<file path="config.mk">
export PLATFORM = sky130hd
export DESIGN_NAME = cellular_automaton_row_gen
export DESIGN_NICKNAME = d
export VERILOG_FILES = /design/src/hdl/carg_pkg.sv /design/src/hdl/cellular_automaton_row_gen.sv
export VERILOG_INCLUDE_DIRS = /design/src /design/src/hdl
export SDC_FILE = /design/constraint.sdc
export NUM_CORES = 2
export LEC_CHECK = 0
export BUFFER_PORTS_ARGS = -buffer_cell sky130_fd_sc_hd__clkbuf_2
export CAP_MARGIN = 20
export CORE_ASPECT_RATIO = 0.8
export CORE_MARGIN = 8
export CORE_UTILIZATION = 55
export CTS_CLUSTER_DIAMETER = 30
export DETAILED_ROUTE_END_ITERATION = 7
export PLACE_DENSITY = 0.71
export SYNTH_ARGS = -nofsm -noshare
export SYNTH_HDL_FRONTEND = slang
export SYNTH_SLANG_ARGS = --single-unit
</file>
<file path="constraint.sdc">
create_clock -name clock -period 10.4 [get_ports clock]
set_input_delay 1.56 -clock clock [delete_from_list [all_inputs] [get_ports clock]]
set_output_delay 1.56 -clock clock [all_outputs]
set_load 0.01 [all_outputs]
</file>
<file path="src/hdl/cellular_automaton_row_gen_macros.svh">
// assertion macros for the cellular automaton row generator
// expects signals named clock and reset in the scope of each use
`ifndef CELLULAR_AUTOMATON_ROW_GEN_MACROS_SVH
`define CELLULAR_AUTOMATON_ROW_GEN_MACROS_SVH

// consequent checked in the same cycle
`define CARG_ASSERT_NOW(label, ante, cons, msg) \
   label: assert property (@(posedge clock) disable iff (reset) (ante) |-> (cons)) \
      else $error(msg);

// consequent checked in the cycle after the antecedent
`define CARG_ASSERT_NEXT(label, ante, cons, msg) \
   label: assert property (@(posedge clock) disable iff (reset) (ante) |=> (cons)) \
      else $error(msg);

`endif

</file>
<file path="src/hdl/carg_pkg.sv">
// shared types and constants of the cellular automaton row generator
// no dependencies
package carg_pkg;

   // field and register widths
   localparam int TYPE_W      = 2;
   localparam int POS_W       = 8;
   localparam int VALUE_W     = 4;
   localparam int ROW_IDX_W   = 10;
   localparam int COLUMN_W    = 6;
   localparam int CELL_RES_W  = 4;
   localparam int NC_W        = 5;
   localparam int NB_W        = 3;
   localparam int RW_W        = 7;
   localparam int GR_W        = 11;
   localparam int ADDR_W      = 4;
   localparam int DATA_W      = 32;

   // rule table and neighborhood
   localparam int RULE_ENTRIES = 256;
   localparam int IDX_W        = 8;
   localparam int WIN_TAPS     = (1 << NB_W) - 1;
   localparam int MAX_ROWS     = 1024;

   // parameter defaults
   localparam int DEF_MAX_WIDTH = 64;
   localparam int DEF_CELL_BITS = 4;

   // register reset values
   localparam logic [NC_W-1:0] RST_NUM_COLORS     = 5'd4;
   localparam logic [NB_W-1:0] RST_NEIGHBOR_COUNT = 3'd3;
   localparam logic [RW_W-1:0] RST_ROW_WIDTH      = 7'd64;
   localparam logic [GR_W-1:0] RST_GRID_ROWS      = 11'd64;

   typedef enum logic [1:0] {
      ST_IDLE,
      ST_PREP,
      ST_GEN
   } state_type;

   typedef enum logic [1:0] {
      REG_NUM_COLORS     = 2'd0,
      REG_NEIGHBOR_COUNT = 2'd1,
      REG_ROW_WIDTH      = 2'd2,
      REG_GRID_ROWS      = 2'd3
   } csr_reg_type;

   typedef enum logic [TYPE_W-1:0] {
      REQ_RULE = 2'd0,
      REQ_SEED = 2'd1,
      REQ_GEN  = 2'd2
   } req_kind_type;

endpackage

</file>
<file path="src/hdl/cellular_automaton_row_gen.sv">
// cellular automaton row generator: rule table, two row banks, generation pipeline
// depends on carg_pkg and cellular_automaton_row_gen_macros.svh
//
//   channel   handshake                 payload
//   req       req_valid / req_ready     req_type, req_position, req_value
//   rsp       rsp_valid / rsp_ready     rsp_row_index, rsp_column, rsp_cell_res, rsp_last
//   csr       psel / penable / pready   paddr, pwrite, pwdata, prdata
//
// rule and seed writes are performed when accepted; a generate request first runs
// ST_PREP setup for the powers of num_colors (skipped for neighbor_count zero), then
// one cell read per cycle from the single row bank port while rsp is not stalled, then a four stage pipe
// reset is synchronous; both memories read as zero through per-entry valid bits
// a stalled rsp freezes the whole generation pipe; req is taken only when idle

`include "cellular_automaton_row_gen_macros.svh"

module cellular_automaton_row_gen #(
   parameter int MAX_WIDTH = carg_pkg::DEF_MAX_WIDTH,
   parameter int CELL_BITS = carg_pkg::DEF_CELL_BITS
) (
   input  logic                              clock,
   input  logic                              reset,
   // request channel
   input  logic                              req_valid,
   output logic                              req_ready,
   input  logic [carg_pkg::TYPE_W-1:0]       req_type,
   input  logic [carg_pkg::POS_W-1:0]        req_position,
   input  logic [carg_pkg::VALUE_W-1:0]      req_value,
   // result channel
   output logic                              rsp_valid,
   input  logic                              rsp_ready,
   output logic [carg_pkg::ROW_IDX_W-1:0]    rsp_row_index,
   output logic [carg_pkg::COLUMN_W-1:0]     rsp_column,
   output logic [carg_pkg::CELL_RES_W-1:0]   rsp_cell_res,
   output logic                              rsp_last,
   // configuration port
   input  logic                              psel,
   input  logic                              penable,
   input  logic                              pwrite,
   input  logic [carg_pkg::ADDR_W-1:0]       paddr,
   input  logic [carg_pkg::DATA_W-1:0]       pwdata,
   output logic [carg_pkg::DATA_W-1:0]       prdata,
   output logic                              pready
);

   localparam int COL_W      = $clog2(MAX_WIDTH);
   localparam int WW         = $clog2(MAX_WIDTH + 1);
   localparam int BANK_DEPTH = 2 * (2 ** COL_W);
   localparam int TAPS       = carg_pkg::WIN_TAPS;
   localparam int RD_W       = $clog2(MAX_WIDTH + TAPS + 1);
   localparam int IDX_W      = carg_pkg::IDX_W;
   localparam int NB_W       = carg_pkg::NB_W;
   localparam int NC_W       = carg_pkg::NC_W;
   localparam int RW_W       = carg_pkg::RW_W;
   localparam int GR_W       = carg_pkg::GR_W;
   localparam int DATA_W     = carg_pkg::DATA_W;
   localparam int ROW_IDX_W  = carg_pkg::ROW_IDX_W;
   localparam int COLUMN_W   = carg_pkg::COLUMN_W;
   localparam int RES_W      = carg_pkg::CELL_RES_W;

   // ---------------------------------------------------------------- registers
   logic [NC_W-1:0] num_colors_ff;
   logic [NB_W-1:0] neighbor_count_ff;
   logic [RW_W-1:0] row_width_ff;
   logic [GR_W-1:0] grid_rows_ff;

   logic                     csr_wr;
   carg_pkg::csr_reg_type    csr_sel;

   assign pready  = 1'b1;
   assign csr_wr  = psel & penable & pwrite;
   assign csr_sel = carg_pkg::csr_reg_type'(paddr[3:2]);

   always_ff @(posedge clock) begin
      if (reset) begin
         num_colors_ff     <= carg_pkg::RST_NUM_COLORS;
         neighbor_count_ff <= carg_pkg::RST_NEIGHBOR_COUNT;
         row_width_ff      <= carg_pkg::RST_ROW_WIDTH;
         grid_rows_ff      <= carg_pkg::RST_GRID_ROWS;
      end else if (csr_wr) begin
         case (csr_sel)
            carg_pkg::REG_NUM_COLORS:     num_colors_ff     <= pwdata[NC_W-1:0];
            carg_pkg::REG_NEIGHBOR_COUNT: neighbor_count_ff <= pwdata[NB_W-1:0];
            carg_pkg::REG_ROW_WIDTH:      row_width_ff      <= pwdata[RW_W-1:0];
            carg_pkg::REG_GRID_ROWS:      grid_rows_ff      <= pwdata[GR_W-1:0];
            default: ;
         endcase
      end
   end

   always_comb begin
      case (csr_sel)
         carg_pkg::REG_NUM_COLORS:     prdata = DATA_W'(num_colors_ff);
         carg_pkg::REG_NEIGHBOR_COUNT: prdata = DATA_W'(neighbor_count_ff);
         carg_pkg::REG_ROW_WIDTH:      prdata = DATA_W'(row_width_ff);
         carg_pkg::REG_GRID_ROWS:      prdata = DATA_W'(grid_rows_ff);
         default:                      prdata = '0;
      endcase
   end

   // --------------------------------------------------------- derived settings
   logic [WW-1:0]    eff_w;
   logic [COL_W-1:0] last_col;
   logic [GR_W-1:0]  eff_rows;
   logic [NB_W-1:0]  nbe;
   logic [NB_W-1:0]  off;
   logic [RD_W-1:0]  rd_total;
   logic [RD_W-1:0]  emit_thr;

   always_comb begin
      if (row_width_ff == '0)
         eff_w = WW'(1);
      else if (row_width_ff > MAX_WIDTH)
         eff_w = WW'(MAX_WIDTH);
      else
         eff_w = WW'(row_width_ff);

      if (grid_rows_ff == '0)
         eff_rows = GR_W'(1);
      else if (grid_rows_ff > carg_pkg::MAX_ROWS)
         eff_rows = GR_W'(carg_pkg::MAX_ROWS);
      else
         eff_rows = grid_rows_ff;

      // an empty neighborhood still runs one window read, its taps weigh zero
      nbe      = (neighbor_count_ff == '0) ? NB_W'(1) : neighbor_count_ff;
      off      = (neighbor_count_ff == '0) ? '0 : ((neighbor_count_ff - 1'b1) >> 1);
      last_col = COL_W'(eff_w - 1'b1);
      rd_total = RD_W'(nbe) + RD_W'(eff_w) - RD_W'(1);
      emit_thr = RD_W'(nbe) - RD_W'(1);
   end

   // ------------------------------------------------------------- memories
   logic [CELL_BITS-1:0] bank_mem [BANK_DEPTH];
   logic [BANK_DEPTH-1:0] bank_vld_ff;
   logic [CELL_BITS-1:0] rule_mem [carg_pkg::RULE_ENTRIES];
   logic [carg_pkg::RULE_ENTRIES-1:0] rule_vld_ff;

   logic                  bk_we;
   logic [COL_W:0]        bk_wa;
   logic [CELL_BITS-1:0]  bk_wd;
   logic [COL_W:0]        rd_addr;
   logic                  rule_we;
   logic [IDX_W-1:0]      idx_sum;

   logic [CELL_BITS-1:0]  bk_rd_ff;
   logic                  bk_rdv_ff;
   logic [CELL_BITS-1:0]  rule_rd_ff;
   logic                  rule_rdv_ff;

   // ------------------------------------------------------ control and datapath
   carg_pkg::state_type state_ff, state_in;
   logic [7:0]           pw_ff, pw_in;
   logic [7:0]           tp_ff [TAPS];
   logic [7:0]           tp_in [TAPS];
   logic [CELL_BITS-1:0] win_ff [TAPS];
   logic [CELL_BITS-1:0] win_in [TAPS];
   logic [7:0]           prod_ff [TAPS];
   logic [7:0]           prod_in [TAPS];
   logic [NB_W-1:0]      k_ff, k_in;
   logic [COL_W-1:0]     rd_col_ff, rd_col_in;
   logic [RD_W-1:0]      rd_cnt_ff, rd_cnt_in;
   logic [COL_W-1:0]     x_ff, x_in;
   logic                 p1_ff, p1_in;
   logic                 p1_emit_ff, p1_emit_in;
   logic                 p2_ff, p2_in;
   logic                 p3_ff, p3_in;
   logic                 p4_ff, p4_in;
   logic                 bank_sel_ff, bank_sel_in;
   logic [ROW_IDX_W-1:0] row_cnt_ff, row_cnt_in;
   logic [GR_W-1:0]      row_cnt_nx;
   logic                 rsp_valid_ff, rsp_valid_in;
   logic [ROW_IDX_W-1:0] rsp_row_index_ff, rsp_row_index_in;
   logic [COLUMN_W-1:0]  rsp_column_ff, rsp_column_in;
   logic [RES_W-1:0]     rsp_cell_res_ff, rsp_cell_res_in;
   logic                 rsp_last_ff, rsp_last_in;

   logic                 req_acc;
   logic                 adv;
   logic                 issue;
   logic [CELL_BITS-1:0] cell_new;
   logic                 cell_last;

   assign req_ready = (state_ff == carg_pkg::ST_IDLE);
   assign req_acc   = req_valid & req_ready;
   // the whole pipe moves only when the output register can take a cell
   assign adv       = ~rsp_valid_ff | rsp_ready;
   assign issue     = (state_ff == carg_pkg::ST_GEN) && (rd_cnt_ff < rd_total) && adv;
   assign rd_addr   = {bank_sel_ff, rd_col_ff};
   assign cell_new  = rule_rdv_ff ? rule_rd_ff : '0;
   assign cell_last = (x_ff == last_col);
   assign rule_we   = req_acc && (req_type == carg_pkg::REQ_RULE);
   assign row_cnt_nx = GR_W'(row_cnt_ff) + GR_W'(1);

   always_comb begin
      idx_sum = '0;
      for (int j = 0; j < TAPS; j++)
         idx_sum = idx_sum + prod_ff[j];
   end

   always_comb begin
      state_in         = state_ff;
      pw_in            = pw_ff;
      tp_in            = tp_ff;
      win_in           = win_ff;
      prod_in          = prod_ff;
      k_in             = k_ff;
      rd_col_in        = rd_col_ff;
      rd_cnt_in        = rd_cnt_ff;
      x_in             = x_ff;
      p1_in            = p1_ff;
      p1_emit_in       = p1_emit_ff;
      p2_in            = p2_ff;
      p3_in            = p3_ff;
      p4_in            = p4_ff;
      bank_sel_in      = bank_sel_ff;
      row_cnt_in       = row_cnt_ff;
      rsp_valid_in     = rsp_valid_ff;
      rsp_row_index_in = rsp_row_index_ff;
      rsp_column_in    = rsp_column_ff;
      rsp_cell_res_in  = rsp_cell_res_ff;
      rsp_last_in      = rsp_last_ff;
      bk_we            = 1'b0;
      bk_wa            = {bank_sel_ff, x_ff};
      bk_wd            = cell_new;

      case (state_ff)
         carg_pkg::ST_IDLE: begin
            if (req_acc && (req_type == carg_pkg::REQ_SEED)) begin
               row_cnt_in = '0;
               if (req_position < MAX_WIDTH) begin
                  bk_we = 1'b1;
                  bk_wa = {bank_sel_ff, req_position[COL_W-1:0]};
                  bk_wd = CELL_BITS'(req_value);
               end
            end
            if (req_acc && (req_type == carg_pkg::REQ_GEN)) begin
               pw_in     = 8'd1;
               k_in      = '0;
               rd_col_in = '0;
               rd_cnt_in = '0;
               x_in      = '0;
               for (int j = 0; j < TAPS; j++) begin
                  tp_in[j]  = '0;
                  win_in[j] = '0;
               end
               state_in = (neighbor_count_ff == '0) ? carg_pkg::ST_GEN : carg_pkg::ST_PREP;
            end
         end
         carg_pkg::ST_PREP: begin
            // weights shift in from the top: lowest power ends at the oldest cell
            for (int j = 0; j < TAPS - 1; j++)
               tp_in[j] = tp_ff[j+1];
            tp_in[TAPS-1] = pw_ff;
            pw_in = 8'(pw_ff * 8'(num_colors_ff));
            // walk the start column back by the window offset, wrapping
            if (k_ff < off)
               rd_col_in = (rd_col_ff == '0) ? last_col : rd_col_ff - 1'b1;
            k_in = k_ff + 1'b1;
            if (k_ff == neighbor_count_ff - 1'b1)
               state_in = carg_pkg::ST_GEN;
         end
         carg_pkg::ST_GEN: begin
            if (issue) begin
               rd_col_in = (rd_col_ff == last_col) ? '0 : rd_col_ff + 1'b1;
               rd_cnt_in = rd_cnt_ff + 1'b1;
            end
         end
         default: state_in = carg_pkg::ST_IDLE;
      endcase

      if (adv) begin
         p1_in      = issue;
         p1_emit_in = (rd_cnt_ff >= emit_thr);
         p2_in      = p1_ff & p1_emit_ff;
         p3_in      = p2_ff;
         p4_in      = p3_ff;
         if (p1_ff) begin
            for (int j = 0; j < TAPS - 1; j++)
               win_in[j] = win_ff[j+1];
            win_in[TAPS-1] = bk_rdv_ff ? bk_rd_ff : '0;
         end
         for (int j = 0; j < TAPS; j++)
            prod_in[j] = 8'(win_ff[j] * tp_ff[j]);

         rsp_valid_in = p4_ff;
         if (p4_ff) begin
            rsp_row_index_in = row_cnt_ff;
            rsp_column_in    = COLUMN_W'(x_ff);
            rsp_cell_res_in  = RES_W'(cell_new);
            rsp_last_in      = cell_last;
            x_in             = x_ff + 1'b1;
            bk_we            = 1'b1;
            bk_wa            = {~bank_sel_ff, x_ff};
            bk_wd            = cell_new;
            if (cell_last) begin
               state_in    = carg_pkg::ST_IDLE;
               bank_sel_in = ~bank_sel_ff;
               row_cnt_in  = (row_cnt_nx >= eff_rows) ? '0 : row_cnt_nx[ROW_IDX_W-1:0];
            end
         end
      end
   end

   always_ff @(posedge clock) begin
      if (reset) begin
         state_ff     <= carg_pkg::ST_IDLE;
         p1_ff        <= 1'b0;
         p2_ff        <= 1'b0;
         p3_ff        <= 1'b0;
         p4_ff        <= 1'b0;
         bank_sel_ff  <= 1'b0;
         row_cnt_ff   <= '0;
         rsp_valid_ff <= 1'b0;
      end else begin
         state_ff     <= state_in;
         p1_ff        <= p1_in;
         p2_ff        <= p2_in;
         p3_ff        <= p3_in;
         p4_ff        <= p4_in;
         bank_sel_ff  <= bank_sel_in;
         row_cnt_ff   <= row_cnt_in;
         rsp_valid_ff <= rsp_valid_in;
      end
   end

   always_ff @(posedge clock) begin
      pw_ff            <= pw_in;
      tp_ff            <= tp_in;
      win_ff           <= win_in;
      prod_ff          <= prod_in;
      k_ff             <= k_in;
      rd_col_ff        <= rd_col_in;
      rd_cnt_ff        <= rd_cnt_in;
      x_ff             <= x_in;
      p1_emit_ff       <= p1_emit_in;
      rsp_row_index_ff <= rsp_row_index_in;
      rsp_column_ff    <= rsp_column_in;
      rsp_cell_res_ff  <= rsp_cell_res_in;
      rsp_last_ff      <= rsp_last_in;
   end

   // row banks: one write port, one registered read port
   always_ff @(posedge clock) begin
      if (bk_we)
         bank_mem[bk_wa] <= bk_wd;
      if (adv) begin
         bk_rd_ff  <= bank_mem[rd_addr];
         bk_rdv_ff <= bank_vld_ff[rd_addr];
      end
   end

   always_ff @(posedge clock) begin
      if (reset)
         bank_vld_ff <= '0;
      else if (bk_we)
         bank_vld_ff[bk_wa] <= 1'b1;
   end

   // rule table: written by rule requests, read by the neighborhood index
   always_ff @(posedge clock) begin
      if (rule_we)
         rule_mem[req_position] <= CELL_BITS'(req_value);
      if (adv) begin
         rule_rd_ff  <= rule_mem[idx_sum];
         rule_rdv_ff <= rule_vld_ff[idx_sum];
      end
   end

   always_ff @(posedge clock) begin
      if (reset)
         rule_vld_ff <= '0;
      else if (rule_we)
         rule_vld_ff[req_position] <= 1'b1;
   end

   assign rsp_valid     = rsp_valid_ff;
   assign rsp_row_index = rsp_row_index_ff;
   assign rsp_column    = rsp_column_ff;
   assign rsp_cell_res  = rsp_cell_res_ff;
   assign rsp_last      = rsp_last_ff;

   // ------------------------------------------------------------ assertions
   `CARG_ASSERT_NOW(a_pipe_empty_when_not_gen, state_ff != carg_pkg::ST_GEN, !(p1_ff || p2_ff || p3_ff || p4_ff), "generation pipe busy outside a row")
   `CARG_ASSERT_NOW(a_reads_bounded, state_ff == carg_pkg::ST_GEN, rd_cnt_ff <= rd_total, "row bank read count overran the row")
   `CARG_ASSERT_NOW(a_write_next_bank, (state_ff == carg_pkg::ST_GEN) && bk_we, bk_wa[COL_W] != bank_sel_ff, "generated cell written into the current row bank")
   `CARG_ASSERT_NEXT(a_row_end_idle, adv && p4_ff && cell_last, (state_ff == carg_pkg::ST_IDLE) && rsp_valid_ff && rsp_last_ff, "last cell did not end the row")

endmodule
</file>
==> out/qor.yml <==
drtAntennaViolNets: 0
cts_resized: 0
ir_worst_vdd_mv: 0.189
numPlacedInstances: 8187
fin_cells: 8897
tightest_slew_ns: 1.20
clockBufferDepth: 4
start_util_pct: 55.3
critPathLaunchType: "flop"
worstSkewPairLatency_ns: 0.95
drv_cap: 0
setup_tns_ns: 0
slew_viol_final: 0
routed_wl_mm: 220
drtPass1Iterations: 6
end_kind: "flop"
fin_crit_sh_pct: 63.4
hold_path_class: "flop to flop"
synthArstFlopShare_pct: 0
ff2ff_setup_slack_ns: 3.80
path_class: "flop to flop"
drtIter0Drc: 5801
placementRows: 134
hold_path_depth: 1
netlist_area_um2: 92100
die_x_um: 474
die_h_um: 382
ios: 113
htreeDepth: 5
post-synth-top-area-cell: "edfxtp_1"
synthCells: 6133
path_max_fanout: 63
period_needed_ns: 6.60
cts.sinks: 2166
synth_area_leaders: "edfxtp_1 56%, mux4_2 10%, dfxtp_1 10%, mux2i_1 5.0%, nor2_1 4.3%"
ys_seq_area_share_pct: 65.6
status: "complete, no violations"
grt_pass1_wl_mm: 333
core-area_um2: 167000
r2r-end: "rule_rdv_ff"
ys_ff_latch: 2166
drive_gt1_share_pct: 19.0
fmax_mhz: 152
cp_data_arrival_time_ns: 7.26
grt_pass1_vias: 54100
dieArea_um2: 181000
postCtsSetupBuffers: 0
ys_types: 71
slew_headroom_pct: 20.2
layout.nets: 6624
cts-root-buf: "clkbuf_16"
drt-vias-per-instance: 5.99
min-delay-start: "bank_vld_ff[5]"
cts_tree: "built"
final_common_cell: "edfxtp_1"
portBuffers: 67
hold_viol_final: 0
rsz0062_at_grt: "no"
crit_required_ns: 11.06
skew_ns: 0.0849
power.density_nw_per_um2: 226
vias: 53300
wire_per_inst_um: 24.7
r2r-start: "prod_ff[26]"
grt_start_max_net_pins: 117
cts_buffers: 385
reg2reg_depth: 16
cts_hold_buf: 0
antenna_found_initial: 4
finalSetupViolations: 0
synth_top_cell_area_share_pct: 55.6
dpl.hpwl_mm: 128
synth_ff_type: "edfxtp_1"
final_cell_mix: "1704 x edfxtp_1, 1056 x nor2_1, 461 x dfxtp_1"
clkSlewWorstSetupHoldPaths_ns: 0.05
synth_warnings: 0
track_usage_pct: 23.9
n_fill_cell: 11400
syn2layout_area_growth_pct: 17.4
syn_area_per_cell_um2: 15.0
hold_end: "bank_vld_ff[5]"
drc: 0
synth_edf_count: 1704
gp_congestion: 0.832
grt.overflow.total: 0
power.leakage_nw: 38.8
metrics by stage:
step	cell area (µm²)	util [%]	setup WS (ns)	power, mW	hold WS, ns
global placement	94600	56.8	3.82	11.7	0.441
floorplan	92200	-	4.20	11.0	0.406
detailed placement	94600	56.8	3.78	11.7	0.448
CTS	108000	64.9	3.70	24.6	0.459
finish	108000	64.9	3.80	24.5	0.456
global route	108000	64.9	3.46	25.1	0.467
worst max-delay path: stages (launching register included):
cell	delay (ns)
edfxtp_1	0.40
fa_1	0.55
inv_1	0.06
fa_1	0.53
inv_1	0.05
fa_1	0.47
inv_1	0.05
fa_1	0.48
fa_4	1.47
buf_4	0.79
mux4_2	0.41
mux2i_1	0.21
mux2i_1	0.13
mux2i_1	0.26
mux2i_1	0.14
mux2i_1	0.21
mux2i_1	0.11
cell families after synthesis:
group	synth area share, %
simple gates	7.77
compound gates	3.62
flops	65.6
other cells	0.00815
xor+xnor	1.25
buf+inv	2.29
fa+ha+maj	4.00
mux	15.5
sequential cells by signal, summed over array words and instances (netlist names), 11 cells and up:
register      flops
grid_rows_ff     11
tp_ff            56
bank_mem        512
win_ff           28
rule_mem       1024
bank_vld_ff     128
prod_ff          56
rule_vld_ff     256
worst max path at each step:
stage / endpoint / slack [ns] / startpoint
global route: rule_rdv_ff / 3.46 / prod_ff[26]
global placement: rule_rdv_ff / 3.82 / prod_ff[26]
floorplan: k_ff[0] / 4.20 / state_ff[1]
detailed placement: rule_rdv_ff / 3.78 / prod_ff[25]
finish: rule_rdv_ff / 3.80 / prod_ff[26]
CTS: rule_rdv_ff / 3.70 / prod_ff[26]
layer usage:
layer  global-route usage (%)  share of wire (%)  wire (µm)  vias to the layer above
li1                         -                  -          -                    23300
met3                     5.11                8.9      19500                      435
met2                     36.4                 46     101000                     2403
met1                     34.4                 42      92200                    27100
met4                     8.50                3.3       7330                        0
met5                        0                  0          0                        -
power by group:
part	leakage [nW]	internal [mW]	switching [mW]
clock	6.53	8.59	4.32
combinational	12.8	0.833	1.29
sequential	19.4	9.39	0.0500
cell usage after synthesis, types with 60 or more instances:
master and n:
o21a_1 60, clkbuf_1 214, mux2i_1 458, nor2_1 1056, nand2_1 310, dfxtp_1 462
fa_1 107, a21oi_1 199, mux4_2 428, inv_1 140, buf_2 75, ha_1 123
o21ai_0 69, and2_1 174, edfxtp_1 1704, xnor2_1 101
layout make-up:
class | instances | area, µm² | area share (%)
antenna | 2 | 5.00 | 0.00463
clock buffer | 453 | 10300 | 9.53
clock inverter | 248 | 3130 | 2.90
inverter | 146 | 551 | 0.509
multi-input combinational | 3487 | 29800 | 27.6
sequential | 2166 | 60400 | 55.9
tap | 2244 | 2810 | 2.60
timing repair buffer | 151 | 1130 | 1.05
No activity file was read; power rests on OpenSTA's default activity.
